--- src/opi_pkg.sv ---
`default_nettype none
package opi_pkg;

   // default parameter values
   localparam int FRAC_BITS_DEF = 16;
   localparam int TRIG_ITER_DEF = 16;

   // arctangent table depth and sequencer counter width
   localparam int ATAN_ENTRIES = 24;
   localparam int STEP_W = 5;

   // partial products of the angle multiply
   localparam int PARTS = 4;

   // request op codes
   localparam logic [1:0] OP_VELOCITY = 2'd0;
   localparam logic [1:0] OP_CLEAR    = 2'd1;
   localparam logic [1:0] OP_SET      = 2'd2;

   // 2^64 / (2*pi), radians to binary angle
   localparam logic [63:0] RAD_TO_BAM = 64'd2935890503282001226;

   // cordic gain 0.607253 in q4.30
   localparam logic signed [33:0] CORDIC_GAIN = 34'sd652032874;
   localparam logic signed [33:0] ONE_Q30     = 34'sd1073741824;

   // datapath commands
   typedef enum logic [4:0] {
      CMD_IDLE,
      CMD_LOAD,
      CMD_PROD,
      CMD_PSAVE,
      CMD_PART,
      CMD_ANGLE,
      CMD_ROT,
      CMD_TRIG,
      CMD_MUL_VC,
      CMD_ROUND_VC,
      CMD_MUL_VCT,
      CMD_MUL_VS,
      CMD_ROUND_VS,
      CMD_MUL_VST,
      CMD_ROUND_DY,
      CMD_COMMIT_VEL,
      CMD_COMMIT_POSE
   } opi_cmd_type;

   typedef struct packed {
      opi_cmd_type         cmd;
      logic [STEP_W-1:0]   step;
   } opi_ctrl_type;

   // sequencer states
   typedef enum logic [3:0] {
      S_IDLE,
      S_PROD,
      S_PSAVE,
      S_PART,
      S_ANGLE,
      S_ROT,
      S_TRIG,
      S_MUL_VC,
      S_ROUND_VC,
      S_MUL_VCT,
      S_MUL_VS,
      S_ROUND_VS,
      S_MUL_VST,
      S_ROUND_DY,
      S_COMMIT,
      S_POSE
   } opi_state_type;

   // arctangent of 2^-i as binary angle
   function automatic logic [31:0] atan_bam(input logic [STEP_W-1:0] idx);
      logic [31:0] r;
      case (idx)
         5'd0:  r = 32'h20000000;
         5'd1:  r = 32'h12E4051E;
         5'd2:  r = 32'h09FB385B;
         5'd3:  r = 32'h051111D4;
         5'd4:  r = 32'h028B0D43;
         5'd5:  r = 32'h0145D7E1;
         5'd6:  r = 32'h00A2F61E;
         5'd7:  r = 32'h00517C55;
         5'd8:  r = 32'h0028BE53;
         5'd9:  r = 32'h00145F2F;
         5'd10: r = 32'h000A2F98;
         5'd11: r = 32'h000517CC;
         5'd12: r = 32'h00028BE6;
         5'd13: r = 32'h000145F3;
         5'd14: r = 32'h0000A2FA;
         5'd15: r = 32'h0000517D;
         5'd16: r = 32'h000028BE;
         5'd17: r = 32'h0000145F;
         5'd18: r = 32'h00000A30;
         5'd19: r = 32'h00000518;
         5'd20: r = 32'h0000028C;
         5'd21: r = 32'h00000146;
         5'd22: r = 32'h000000A3;
         5'd23: r = 32'h00000051;
         default: r = 32'h00000000;
      endcase
      return r;
   endfunction

endpackage
`default_nettype wire

--- src/opi_ctrl.sv ---
`default_nettype none
module opi_ctrl #(
   parameter int TRIG_ITERATIONS = opi_pkg::TRIG_ITER_DEF
) (
   input  wire logic                  clock,
   input  wire logic                  reset,
   input  wire logic                  req_valid,
   input  wire logic [1:0]            req_op,
   output logic                       req_ready,
   output logic                       rsp_valid,
   input  wire logic                  rsp_ready,
   output opi_pkg::opi_ctrl_type      ctl
);
   import opi_pkg::*;

   opi_state_type state_ff, state_in;
   logic [STEP_W-1:0] step_ff, step_in;
   logic rsp_valid_ff, rsp_valid_in;
   logic out_free;

   // state, counter and result flag
   always_ff @(posedge clock) begin
      if (reset) begin
         state_ff <= S_IDLE;
         step_ff <= '0;
         rsp_valid_ff <= 1'b0;
      end else begin
         state_ff <= state_in;
         step_ff <= step_in;
         rsp_valid_ff <= rsp_valid_in;
      end
   end

   // sequencing and commands
   always_comb begin
      out_free = !rsp_valid_ff || rsp_ready;
      state_in = state_ff;
      step_in = step_ff;
      rsp_valid_in = rsp_valid_ff && !rsp_ready;
      req_ready = 1'b0;
      ctl.cmd = CMD_IDLE;
      ctl.step = step_ff;
      case (state_ff)
         S_IDLE: begin
            req_ready = 1'b1;
            if (req_valid) begin
               ctl.cmd = CMD_LOAD;
               state_in = (req_op == OP_VELOCITY) ? S_PROD : S_POSE;
            end
         end
         S_PROD: begin
            ctl.cmd = CMD_PROD;
            state_in = S_PSAVE;
         end
         S_PSAVE: begin
            ctl.cmd = CMD_PSAVE;
            step_in = '0;
            state_in = S_PART;
         end
         S_PART: begin
            ctl.cmd = CMD_PART;
            if (step_ff == STEP_W'(PARTS)) begin
               step_in = '0;
               state_in = S_ANGLE;
            end else begin
               step_in = step_ff + STEP_W'(1);
            end
         end
         S_ANGLE: begin
            ctl.cmd = CMD_ANGLE;
            step_in = '0;
            state_in = S_ROT;
         end
         S_ROT: begin
            ctl.cmd = CMD_ROT;
            if (step_ff == STEP_W'(TRIG_ITERATIONS - 1)) begin
               step_in = '0;
               state_in = S_TRIG;
            end else begin
               step_in = step_ff + STEP_W'(1);
            end
         end
         S_TRIG: begin
            ctl.cmd = CMD_TRIG;
            state_in = S_MUL_VC;
         end
         S_MUL_VC: begin
            ctl.cmd = CMD_MUL_VC;
            state_in = S_ROUND_VC;
         end
         S_ROUND_VC: begin
            ctl.cmd = CMD_ROUND_VC;
            state_in = S_MUL_VCT;
         end
         S_MUL_VCT: begin
            ctl.cmd = CMD_MUL_VCT;
            state_in = S_MUL_VS;
         end
         S_MUL_VS: begin
            ctl.cmd = CMD_MUL_VS;
            state_in = S_ROUND_VS;
         end
         S_ROUND_VS: begin
            ctl.cmd = CMD_ROUND_VS;
            state_in = S_MUL_VST;
         end
         S_MUL_VST: begin
            ctl.cmd = CMD_MUL_VST;
            state_in = S_ROUND_DY;
         end
         S_ROUND_DY: begin
            ctl.cmd = CMD_ROUND_DY;
            state_in = S_COMMIT;
         end
         S_COMMIT: begin
            if (out_free) begin
               ctl.cmd = CMD_COMMIT_VEL;
               rsp_valid_in = 1'b1;
               state_in = S_IDLE;
            end
         end
         S_POSE: begin
            if (out_free) begin
               ctl.cmd = CMD_COMMIT_POSE;
               rsp_valid_in = 1'b1;
               state_in = S_IDLE;
            end
         end
         default: begin
            state_in = S_IDLE;
         end
      endcase
   end

   assign rsp_valid = rsp_valid_ff;

endmodule
`default_nettype wire

--- config.mk ---
export PLATFORM = sky130hd
export DESIGN_NAME = opi_ctrl
export DESIGN_NICKNAME = d
export VERILOG_FILES = /design/src/opi_pkg.sv /design/src/opi_ctrl.sv
export SDC_FILE = /design/constraint.sdc
export NUM_CORES = 1
export LEC_CHECK = 0
export ABC_CLOCK_PERIOD_IN_PS = 3100
export BUFFER_PORTS_ARGS = -buffer_cell sky130_fd_sc_hd__buf_2
export CORE_MARGIN = 2
export CORE_UTILIZATION = 55
export CTS_BUF_LIST = sky130_fd_sc_hd__clkbuf_8
export DETAILED_ROUTE_END_ITERATION = 8
export PLACE_DENSITY = 0.8
export SYNTH_ARGS = -nofsm -noshare
export SYNTH_HDL_FRONTEND = slang
export SYNTH_SLANG_ARGS = --single-unit
--- constraint.sdc ---
create_clock -name clock -period 3.1 [get_ports clock]
set_input_delay 0.155 -clock clock [delete_from_list [all_inputs] [get_ports clock]]
set_output_delay 0.155 -clock clock [all_outputs]
set_load 0.03 [all_outputs]
==> tab_implementation.tex, run 1 <==
\begin{tabular}{lr}
\hline
Metric & Value \\
\hline
\multicolumn{2}{l}{\textbf{CTS}} \\
\quad TritonCTS clock tree & done \\
\quad \# clock sinks & 10 \\
\quad Clock tree root buffer cell & sky130\_fd\_sc\_hd\_\_clkbuf\_8 \\
\quad Clock input transition at the sequential cells of the worst setup and hold paths & 0.05 ns \\
\quad Clock Latency Late Sink & 0.24 ns \\
\quad H-tree lvl count & 1 \\
\quad Maximum buffer depth of the clock tree & 2 \\
\quad Cts hold-fix bufs & 0 \\
\quad Number of buffers inserted to repair setup after CTS & 0 \\
\quad Number of gates given a new drive strength after cts & 0 \\
\quad Number of buffers created by CTS & 3 \\
\multicolumn{2}{l}{\textbf{Synth}} \\
\quad Most area-consuming cells after synthesis & sky130\_fd\_sc\_hd\_\_dfxtp\_1 25\%, sky130\_fd\_sc\_hd\_\_ha\_1 6.2\%, sky130\_fd\_sc\_hd\_\_a21oi\_1 5.6\% \\
\quad Register bit total from synthesis & 10 \\
\quad Syn. warnings & 0 \\
\quad Fraction of registers with async set/reset & 0 \\
\quad Dominant register cell in the synthesized netlist & sky130\_fd\_sc\_hd\_\_dfxtp\_1 \\
\quad Post-Syn Area per Cell & 7.66 um2 \\
\quad Count of cell types in the netlist & 38 \\
\quad Total nets after synthesis & 115 \\
\quad Top cell types by occurrence after synthesis & 10 x sky130\_fd\_sc\_hd\_\_dfxtp\_1, 10 x sky130\_fd\_sc\_hd\_\_nor2\_1, 9 x sky130\_fd\_sc\_hd\_\_a21oi\_1 \\
\quad Post-synthesis instance total & 105 \\
\quad EDFF count, synth & 0 \\
\quad Proportion of synthesized chip area in sequential cells & 0.249 \\
\quad Portion of synthesized cell area occupied by the leading cell type & 0.249 \\
\quad Post-Syn Area & 805 um2 \\
\quad Largest area contributor in the netlist & sky130\_fd\_sc\_hd\_\_dfxtp\_1 \\
\multicolumn{2}{l}{\textbf{Route}} \\
\quad Met2 Routed Length & 875 um \\
\quad Met3 Routed Length & 108 um \\
\quad Post-route met1 wirelength & 821 um \\
\quad Post-Route WL & 1810 um \\
\quad Via-to-Cell Ratio & 5.96 \\
\quad Number of DRC violations after detailed routing & 0 \\
\quad Wire length per cell after detailed routing & 13.5 um \\
\quad Vias & 799 \\
\quad DRT antenna net count & 0 \\
\quad Router iterations before antenna repair & 4 \\
\quad Top metal layer carrying routed signals & met3 \\
\quad Initial detailed-routing violation count & 22 \\
\multicolumn{2}{l}{\textbf{STA}} \\
\quad Clock tree skew after final layout & 0.00992 ns \\
\quad Post-Route Hold Slack & 0.172 ns \\
\quad Min Clock Period, post-route & 1.85 ns \\
\quad Max-slew violation count & 0 \\
\quad Pin slew with the least headroom to its limit & 0.637 ns \\
\quad Timing-limited maximum frequency & 0.539 GHz \\
\quad RSZ-0062 raised after global routing & no \\
\quad Slew HR & 0.574 \\
\quad Post-route clock period utilization & 0.598 \\
\quad Setup\_tns & 0 ns \\
\quad Number of setup violations in the final report & 0 \\
\quad Final hold violations & 0 \\
\multicolumn{2}{l}{\textbf{Global routing}} \\
\quad Overall fraction of global-route tracks in use & 0.217 \\
\quad GRT Residual Overflow & 0 \\
\quad Wire length of the first global-routing pass & 3040 um \\
\quad Via count of the first global-routing pass & 726 \\
\quad Number of antenna violations at the first check in global routing & 0 \\
\quad Largest net degree at the start of global routing & 21 \\
\multicolumn{2}{l}{\textbf{Setup path}} \\
\quad Setup crit end kind & flop \\
\quad Maximum fanout along the worst path & 18 \\
\quad Slowest-stage cell, CP & sky130\_fd\_sc\_hd\_\_dfxtp\_1 \\
\quad Reg-to-reg slack, setup & 1.25 ns \\
\quad Reg-to-reg endpoint & step\_ff[3]\$\_SDFFE\_PP0P\_ \\
\quad Critical Path Max Stage Delay & 0.72 ns \\
\quad Critical register-to-register path startpoint & state\_ff[2]\$\_SDFFE\_PP0P\_ \\
\quad Crit path required time & 3.20 ns \\
\quad Critical path cell sequence & nor2b\_1, a211oi\_1, o31ai\_1, nor2\_1 \\
\quad Setup crit start kind & flop \\
\quad Logic depth of the worst register-to-register path & 4 \\
\quad Setup CP Type & flop to flop \\
\quad End point of the critical path & step\_ff[3]\$\_SDFFE\_PP0P\_ \\
\quad Timing startpoint of the critical path & state\_ff[2]\$\_SDFFE\_PP0P\_ \\
\quad Data arrival time of the worst path & 1.95 ns \\
\multicolumn{2}{l}{\textbf{Floorplan}} \\
\quad Width of the die & 42.2 um \\
\quad Height of the die & 42.2 um \\
\quad Starting density of the core & 0.603 \\
\quad Core Area & 0.00133 mm2 \\
\quad Top-Level Pins & 18 \\
\quad Number of rows created at floorplan & 13 \\
\quad Die area & 0.00178 mm2 \\
\multicolumn{2}{l}{\textbf{Final layout}} \\
\quad Post-layout net count & 130 \\
\quad Final Cell Area & 916 um2 \\
\quad Number of antenna diodes & 0 \\
\quad Fraction of final layout cells with drive strength greater than 1 & 0.218 \\
\quad Synth-to-Final Area Change & 13.8\% \\
\multicolumn{2}{l}{\textbf{Placed design}} \\
\quad Port Buffer Count & 17 \\
\quad RePlAce Congestion & 0.794 \\
\quad Half-perimeter wire length after placement & 1240 um \\
\quad Area after detailed placement & 861 um2 \\
\multicolumn{2}{l}{\textbf{Pwr}} \\
\quad Power density normalized to cell area & 1000 mW/mm2 \\
\quad Leakage dissipation & 0.406 nW \\
\quad Worst-case vdd ir drop & 601 uV \\
\multicolumn{2}{l}{\textbf{Run}} \\
\quad Maxcap violations & 0 \\
\multicolumn{2}{l}{\textbf{Worst hold path}} \\
\quad Number of cells on the worst hold path & 2 \\
\quad Path class of the lowest-slack min-delay path & primary input to flop \\
\multicolumn{2}{l}{\textbf{Run status}} \\
\quad Outcome & finished, final reports clean \\
\hline
\end{tabular}
how the worst min path moves through the flow:
| stage | startpoint | endpoint |
|---|---|---|
| after floorplan | reset | rsp_valid$_SDFF_PP0_ |
| after global placement | reset | state_ff[2]$_SDFFE_PP0P_ |
| after detailed placement | reset | state_ff[0]$_SDFFE_PP0P_ |
| after CTS | reset | state_ff[0]$_SDFFE_PP0P_ |
| after global routing | reset | rsp_valid$_SDFF_PP0_ |
| final | reset | state_ff[2]$_SDFFE_PP0P_ |
layout make-up:
cell class	count	area [um2]
Multi-Input combinational cell	81	531
Fill cell	117	418
Sequential cell	10	200
Timing Repair Buffer	17	85.1
Clock buffer	4	55.1
Inverter	7	26.3
Tap cell	15	18.8
power by group:
part / leakage, nW / total (W) / switching (W) / internal, W
Sequential: 0.0820 / 0.000285 / 0.000121 / 0.000164
Combinational: 0.295 / 0.000467 / 0.000276 / 0.000191
Clock: 0.0288 / 0.000164 / 0.0000525 / 0.000112
flip-flops by register name, summed over array words and instances, names as in the netlist:
name and count:
rsp_valid 1, state_ff 4, step_ff 5
layer usage:
metal / up-vias / GRT usage
li1: 406 / -
met1: 365 / 0.278
met2: 28 / 0.354
met3: 0 / 0.0647
met4: 0 / 0.0563
met5: - / 0
worst max-delay path, delay by kind of cell, from the launching register on:
family / cells / cell delay, ns
flops: 1 / 0.72
compound gates: 2 / 0.55
simple gates: 2 / 0.44
metrics by stage:
step | std cells | setup slack, ns | power, W | utilization
finish | 134 | 1.25 | 0.000916 | 0.687
global route | 134 | 1.03 | 0.000988 | 0.687
CTS | 134 | 1.26 | 0.000912 | 0.687
detailed placement | 130 | 1.26 | 0.000746 | 0.645
global placement | 130 | 1.27 | 0.000740 | 0.645
floorplan | 105 | 1.22 | 0.000671 | -
kinds of logic (layout without fill, tap and decap cells):
family | Yosys count | in the layout | synth area share
XOR/XNOR | 4 | 4 | 0.0435
adder cells (fa/ha/maj) | 4 | 4 | 0.0622
AO/OA/AOI/OAI | 30 | 30 | 0.244
buffers and inverters | 14 | 28 | 0.0918
flip-flops | 10 | 10 | 0.249
AND/OR/NAND/NOR | 43 | 43 | 0.309
cell usage in the layout, fill, tap and decap left out:
| master | n |
|---|---|
| sky130_fd_sc_hd__buf_2 | 17 |
| sky130_fd_sc_hd__nor2_1 | 10 |
| sky130_fd_sc_hd__dfxtp_1 | 10 |
| sky130_fd_sc_hd__a21oi_1 | 9 |
| sky130_fd_sc_hd__inv_1 | 7 |
| sky130_fd_sc_hd__o21ai_0 | 7 |
| sky130_fd_sc_hd__nand2_1 | 7 |
| sky130_fd_sc_hd__nand3_1 | 4 |
| sky130_fd_sc_hd__xnor2_1 | 4 |
| sky130_fd_sc_hd__ha_1 | 4 |
| sky130_fd_sc_hd__clkbuf_8 | 4 |
| sky130_fd_sc_hd__nand2b_1 | 3 |
| sky130_fd_sc_hd__and3_1 | 3 |
| sky130_fd_sc_hd__a211oi_1 | 3 |
| sky130_fd_sc_hd__nor3_1 | 3 |
| sky130_fd_sc_hd__nor2b_1 | 2 |
| sky130_fd_sc_hd__nor4_1 | 2 |
| sky130_fd_sc_hd__or4_1 | 2 |
| sky130_fd_sc_hd__nor2b_4 | 1 |
| sky130_fd_sc_hd__nand4b_1 | 1 |
| sky130_fd_sc_hd__and4bb_2 | 1 |
| sky130_fd_sc_hd__or4bb_1 | 1 |
| sky130_fd_sc_hd__o22ai_2 | 1 |
| sky130_fd_sc_hd__nand3b_1 | 1 |
| sky130_fd_sc_hd__or3_4 | 1 |
| sky130_fd_sc_hd__a211oi_2 | 1 |
| sky130_fd_sc_hd__a211o_1 | 1 |
| sky130_fd_sc_hd__o21ai_1 | 1 |
| sky130_fd_sc_hd__o31ai_1 | 1 |
| sky130_fd_sc_hd__nor3b_1 | 1 |
| sky130_fd_sc_hd__a21boi_0 | 1 |
| sky130_fd_sc_hd__a21o_1 | 1 |
| sky130_fd_sc_hd__a311oi_1 | 1 |
| sky130_fd_sc_hd__o211ai_1 | 1 |
| sky130_fd_sc_hd__a31oi_1 | 1 |
| sky130_fd_sc_hd__a32o_1 | 1 |
Note: power is estimated with default switching activity, not from simulation.
==> inputs of run 2 (changes only) <==
--- a/config.mk
+++ b/config.mk
@@ -5,7 +5,7 @@
 export SDC_FILE = /design/constraint.sdc
 export NUM_CORES = 1
 export LEC_CHECK = 0
-export ABC_CLOCK_PERIOD_IN_PS = 3100
+export ABC_CLOCK_PERIOD_IN_PS = 1800
 export BUFFER_PORTS_ARGS = -buffer_cell sky130_fd_sc_hd__buf_2
 export CORE_MARGIN = 2
 export CORE_UTILIZATION = 55
==> constraint.sdc (replaced) <==
create_clock -name clock -period 1.8 [get_ports clock]
set_input_delay 0.09 -clock clock [delete_from_list [all_inputs] [get_ports clock]]
set_output_delay 0.09 -clock clock [all_outputs]
set_load 0.03 [all_outputs]
==> tab_implementation.tex, run 2 (synthesis gave the netlist of run 1 again) <==
\begin{tabular}{lr}
\hline
Metric & Value \\
\hline
\multicolumn{2}{l}{\textbf{Setup path}} \\
\quad Setup CP Type & flop to flop (unchanged) \\
\quad Critical path cell sequence & ha\_4, nand3\_4, inv\_2, ha\_4, nand3b\_1, a211oi\_4, nor2\_1, a32o\_1 (was nor2b\_1, a211oi\_1, o31ai\_1, nor2\_1) \\
\quad Crit path required time & 1.93 ns (was 3.20 ns) \\
\quad Maximum fanout along the worst path & 5 (was 18) \\
\quad Setup crit start kind & flop (unchanged) \\
\quad Setup crit end kind & flop (unchanged) \\
\quad Critical Path Max Stage Delay & 0.36 ns (was 0.72 ns) \\
\quad Timing startpoint of the critical path & step\_ff[1]\$\_SDFFE\_PP0P\_ (was state\_ff[2]\$\_SDFFE\_PP0P\_) \\
\quad Most frequent cell on the critical path & sky130\_fd\_sc\_hd\_\_ha\_4 \\
\quad Reg-to-reg endpoint & state\_ff[3]\$\_SDFFE\_PP0P\_ (was step\_ff[3]\$\_SDFFE\_PP0P\_) \\
\quad Total stage count of the critical path & 8 (was 4) \\
\quad Slowest-stage cell, CP & sky130\_fd\_sc\_hd\_\_dfxtp\_4 (was sky130\_fd\_sc\_hd\_\_dfxtp\_1) \\
\quad Reg-to-reg slack, setup & 0.05 ns (was 1.25 ns) \\
\quad End point of the critical path & state\_ff[3]\$\_SDFFE\_PP0P\_ (was step\_ff[3]\$\_SDFFE\_PP0P\_) \\
\quad Critical register-to-register path startpoint & step\_ff[1]\$\_SDFFE\_PP0P\_ (was state\_ff[2]\$\_SDFFE\_PP0P\_) \\
\quad Data arrival time of the worst path & 1.88 ns (was 1.95 ns) \\
\quad Logic depth of the worst register-to-register path & 8 (was 4) \\
\quad Category of cells accounting for the largest share of critical-path delay & compound AO/OA/AOI/OAI gates (was flip-flops) \\
\quad Buf/Inv on CP & 1 (was 0) \\
\multicolumn{2}{l}{\textbf{Route}} \\
\quad Initial detailed-routing violation count & 37 (was 22) \\
\quad Number of DRC violations after detailed routing & 0 (unchanged) \\
\quad Wire length per cell after detailed routing & 15.1 um (was 13.5 um) \\
\quad DRT antenna net count & 0 (unchanged) \\
\quad Via-to-Cell Ratio & 6.02 (was 5.96) \\
\quad Vias & 867 (was 799) \\
\quad Router iterations before antenna repair & 4 (unchanged) \\
\quad Post-Route WL & 2180 um (was 1810 um) \\
\multicolumn{2}{l}{\textbf{Placed design}} \\
\quad Area after detailed placement & 923 um2 (was 861 um2) \\
\quad Half-perimeter wire length after placement & 1430 um (was 1240 um) \\
\quad Cell count after placement & 138 (was 130) \\
\quad RePlAce Congestion & 0.880 (was 0.794) \\
\quad Port Buffer Count & 17 (unchanged) \\
\multicolumn{2}{l}{\textbf{CTS}} \\
\quad \# clock sinks & 10 (unchanged) \\
\quad Number of buffers created by CTS & 3 (unchanged) \\
\quad Clock Latency Late Sink & 0.24 ns (about the same) \\
\quad Clock tree root buffer cell & sky130\_fd\_sc\_hd\_\_clkbuf\_8 (unchanged) \\
\quad Cts hold-fix bufs & 0 (unchanged) \\
\quad Clock input transition at the sequential cells of the worst setup and hold paths & 0.05 ns (about the same) \\
\quad Maximum buffer depth of the clock tree & 2 (unchanged) \\
\quad H-tree lvl count & 1 (unchanged) \\
\quad TritonCTS clock tree & done (unchanged) \\
\multicolumn{2}{l}{\textbf{Final layout}} \\
\quad Number of antenna diodes & 0 (unchanged) \\
\quad Most frequent cells in the layout & 17 x sky130\_fd\_sc\_hd\_\_buf\_2, 10 x sky130\_fd\_sc\_hd\_\_nor2\_1, 10 x sky130\_fd\_sc\_hd\_\_buf\_4, 8 x sky130\_fd\_sc\_hd\_\_a21oi\_1 (was 17 x sky130\_fd\_sc\_hd\_\_buf\_2, 10 x sky130\_fd\_sc\_hd\_\_nor2\_1, 10 x sky130\_fd\_sc\_hd\_\_dfxtp\_1, 9 x sky130\_fd\_sc\_hd\_\_a21oi\_1) \\
\quad Number of flip-flops in the largest register & 5 (unchanged) \\
\quad Core occupancy in the finished layout & 0.789 (was 0.687) \\
\quad Register with the most flip-flops & step\_ff (unchanged) \\
\quad Fraction of final layout cells with drive strength greater than 1 & 0.349 (was 0.218) \\
\quad Post-layout net count & 140 (was 130) \\
\quad Synth-to-Final Area Change & 30.8\% (was 13.8\%) \\
\quad Number of non-filler instances in the completed layout & 144 (was 134) \\
\quad Most common cell after layout, fill and taps aside & sky130\_fd\_sc\_hd\_\_buf\_2 (unchanged) \\
\quad Final Cell Area & 0.00105 mm2 (was 916 um2) \\
\multicolumn{2}{l}{\textbf{Floorplan}} \\
\quad Die area & 0.00178 mm2 (unchanged) \\
\quad Width of the die & 42.2 um (unchanged) \\
\quad Height of the die & 42.2 um (unchanged) \\
\quad Top-Level Pins & 18 (unchanged) \\
\quad Number of rows created at floorplan & 13 (unchanged) \\
\quad Starting density of the core & 0.603 (unchanged) \\
\quad Core Area & 0.00133 mm2 (unchanged) \\
\multicolumn{2}{l}{\textbf{Global routing}} \\
\quad GRT Residual Overflow & 0 (unchanged) \\
\quad Wire length of the first global-routing pass & 3400 um (was 3040 um) \\
\quad Number of antenna violations at the first check in global routing & 0 (unchanged) \\
\quad Largest net degree at the start of global routing & 17 (was 21) \\
\quad Via count of the first global-routing pass & 747 (was 726) \\
\quad Overall fraction of global-route tracks in use & 0.243 (was 0.217) \\
\multicolumn{2}{l}{\textbf{STA}} \\
\quad Post-route clock period utilization & 0.971 (was 0.598) \\
\quad Setup\_tns & 0 ns (unchanged) \\
\quad Slew HR & 0.701 (was 0.574) \\
\quad Final hold violations & 0 (unchanged) \\
\quad RSZ-0062 raised after global routing & yes (was no) \\
\quad Min Clock Period, post-route & 1.75 ns (was 1.85 ns) \\
\quad Timing-limited maximum frequency & 0.572 GHz (was 0.539 GHz) \\
\quad Post-Route Hold Slack & 0.115 ns (was 0.172 ns) \\
\quad Pin slew with the least headroom to its limit & 0.445 ns (was 0.637 ns) \\
\quad Number of setup violations in the final report & 0 (unchanged) \\
\quad Max-slew violation count & 0 (unchanged) \\
\quad Clock tree skew after final layout & 0.00389 ns (was 0.00992 ns) \\
\multicolumn{2}{l}{\textbf{Pwr}} \\
\quad Leakage dissipation & 0.453 nW (was 0.406 nW) \\
\quad Worst-case vdd ir drop & 1130 uV (was 601 uV) \\
\quad Power density normalized to cell area & 1700 mW/mm2 (was 1000 mW/mm2) \\
\multicolumn{2}{l}{\textbf{Run status}} \\
\quad Outcome & finished, final reports clean (unchanged) \\
\multicolumn{2}{l}{\textbf{Worst hold path}} \\
\quad Path class of the lowest-slack min-delay path & primary input to flop (unchanged) \\
\multicolumn{2}{l}{\textbf{Run}} \\
\quad Maxcap violations & 0 (unchanged) \\
\hline
\end{tabular}
-- run 2: cell count changes in the layout (fill, tap and decap cells not counted), sizes merged --
cell / change
buf: +10
-- run 2: final cells by class --
type,count,area [um2]
multi-input combinational,81,583
fill,98,282
sequential,10,209
timing repair buffer,27,160
clock buffer,4,55.1
inverter,7,26.3
tap,15,18.8
-- run 2: routing by layer --
layer  vias to the layer above  GRT usage  wire (um)
met5                         -          0          0
met4                         0     0.0563         21
met3                         4     0.0647        117
met2                        33      0.378       1100
met1                       406      0.334        941
li1                        424          -          -
-- run 2: what timing repair did --
| item | in CTS | in global routing |
|---|---|---|
| endpoints found under the hold margin | 0 | 0 |
| setup buffers | 0 | 2 |
| gates resized for setup | 0 | 13 |
| endpoints found under the setup margin | 0 | 6 |
-- run 2: how the worst min path moves through the flow --
stage          slack, ns  start  depth (start not counted)                        to
2_1_floorplan       0.15  reset                          1   step_ff[1]$_SDFFE_PP0P_
3_3_place_gp        0.35  reset                          2   step_ff[1]$_SDFFE_PP0P_
5_1_grt             0.11  reset                          2  state_ff[0]$_SDFFE_PP0P_
6_report            0.11  reset                          2  state_ff[0]$_SDFFE_PP0P_
4_1_cts              0.1  reset                          2   step_ff[1]$_SDFFE_PP0P_
3_5_place_dp        0.35  reset                          2   step_ff[1]$_SDFFE_PP0P_
-- run 2: stage by stage --
step,power [W],setup slack (ns)
4_1_cts,0.00169,0.0189
3_5_place_dp,0.00140,0.0268
6_report,0.00179,0.0526
3_3_place_gp,0.00138,0.0962
5_1_grt,0.00191,-0.0543
2_1_floorplan,0.00116,0.0651
-- run 2: power breakdown --
part           total (W)  internal (W)  leakage, nW  switching, W
sequential      0.000420      0.000289       0.0838      0.000131
combinational    0.00109      0.000447        0.341      0.000644
clock           0.000283      0.000192       0.0288     0.0000901
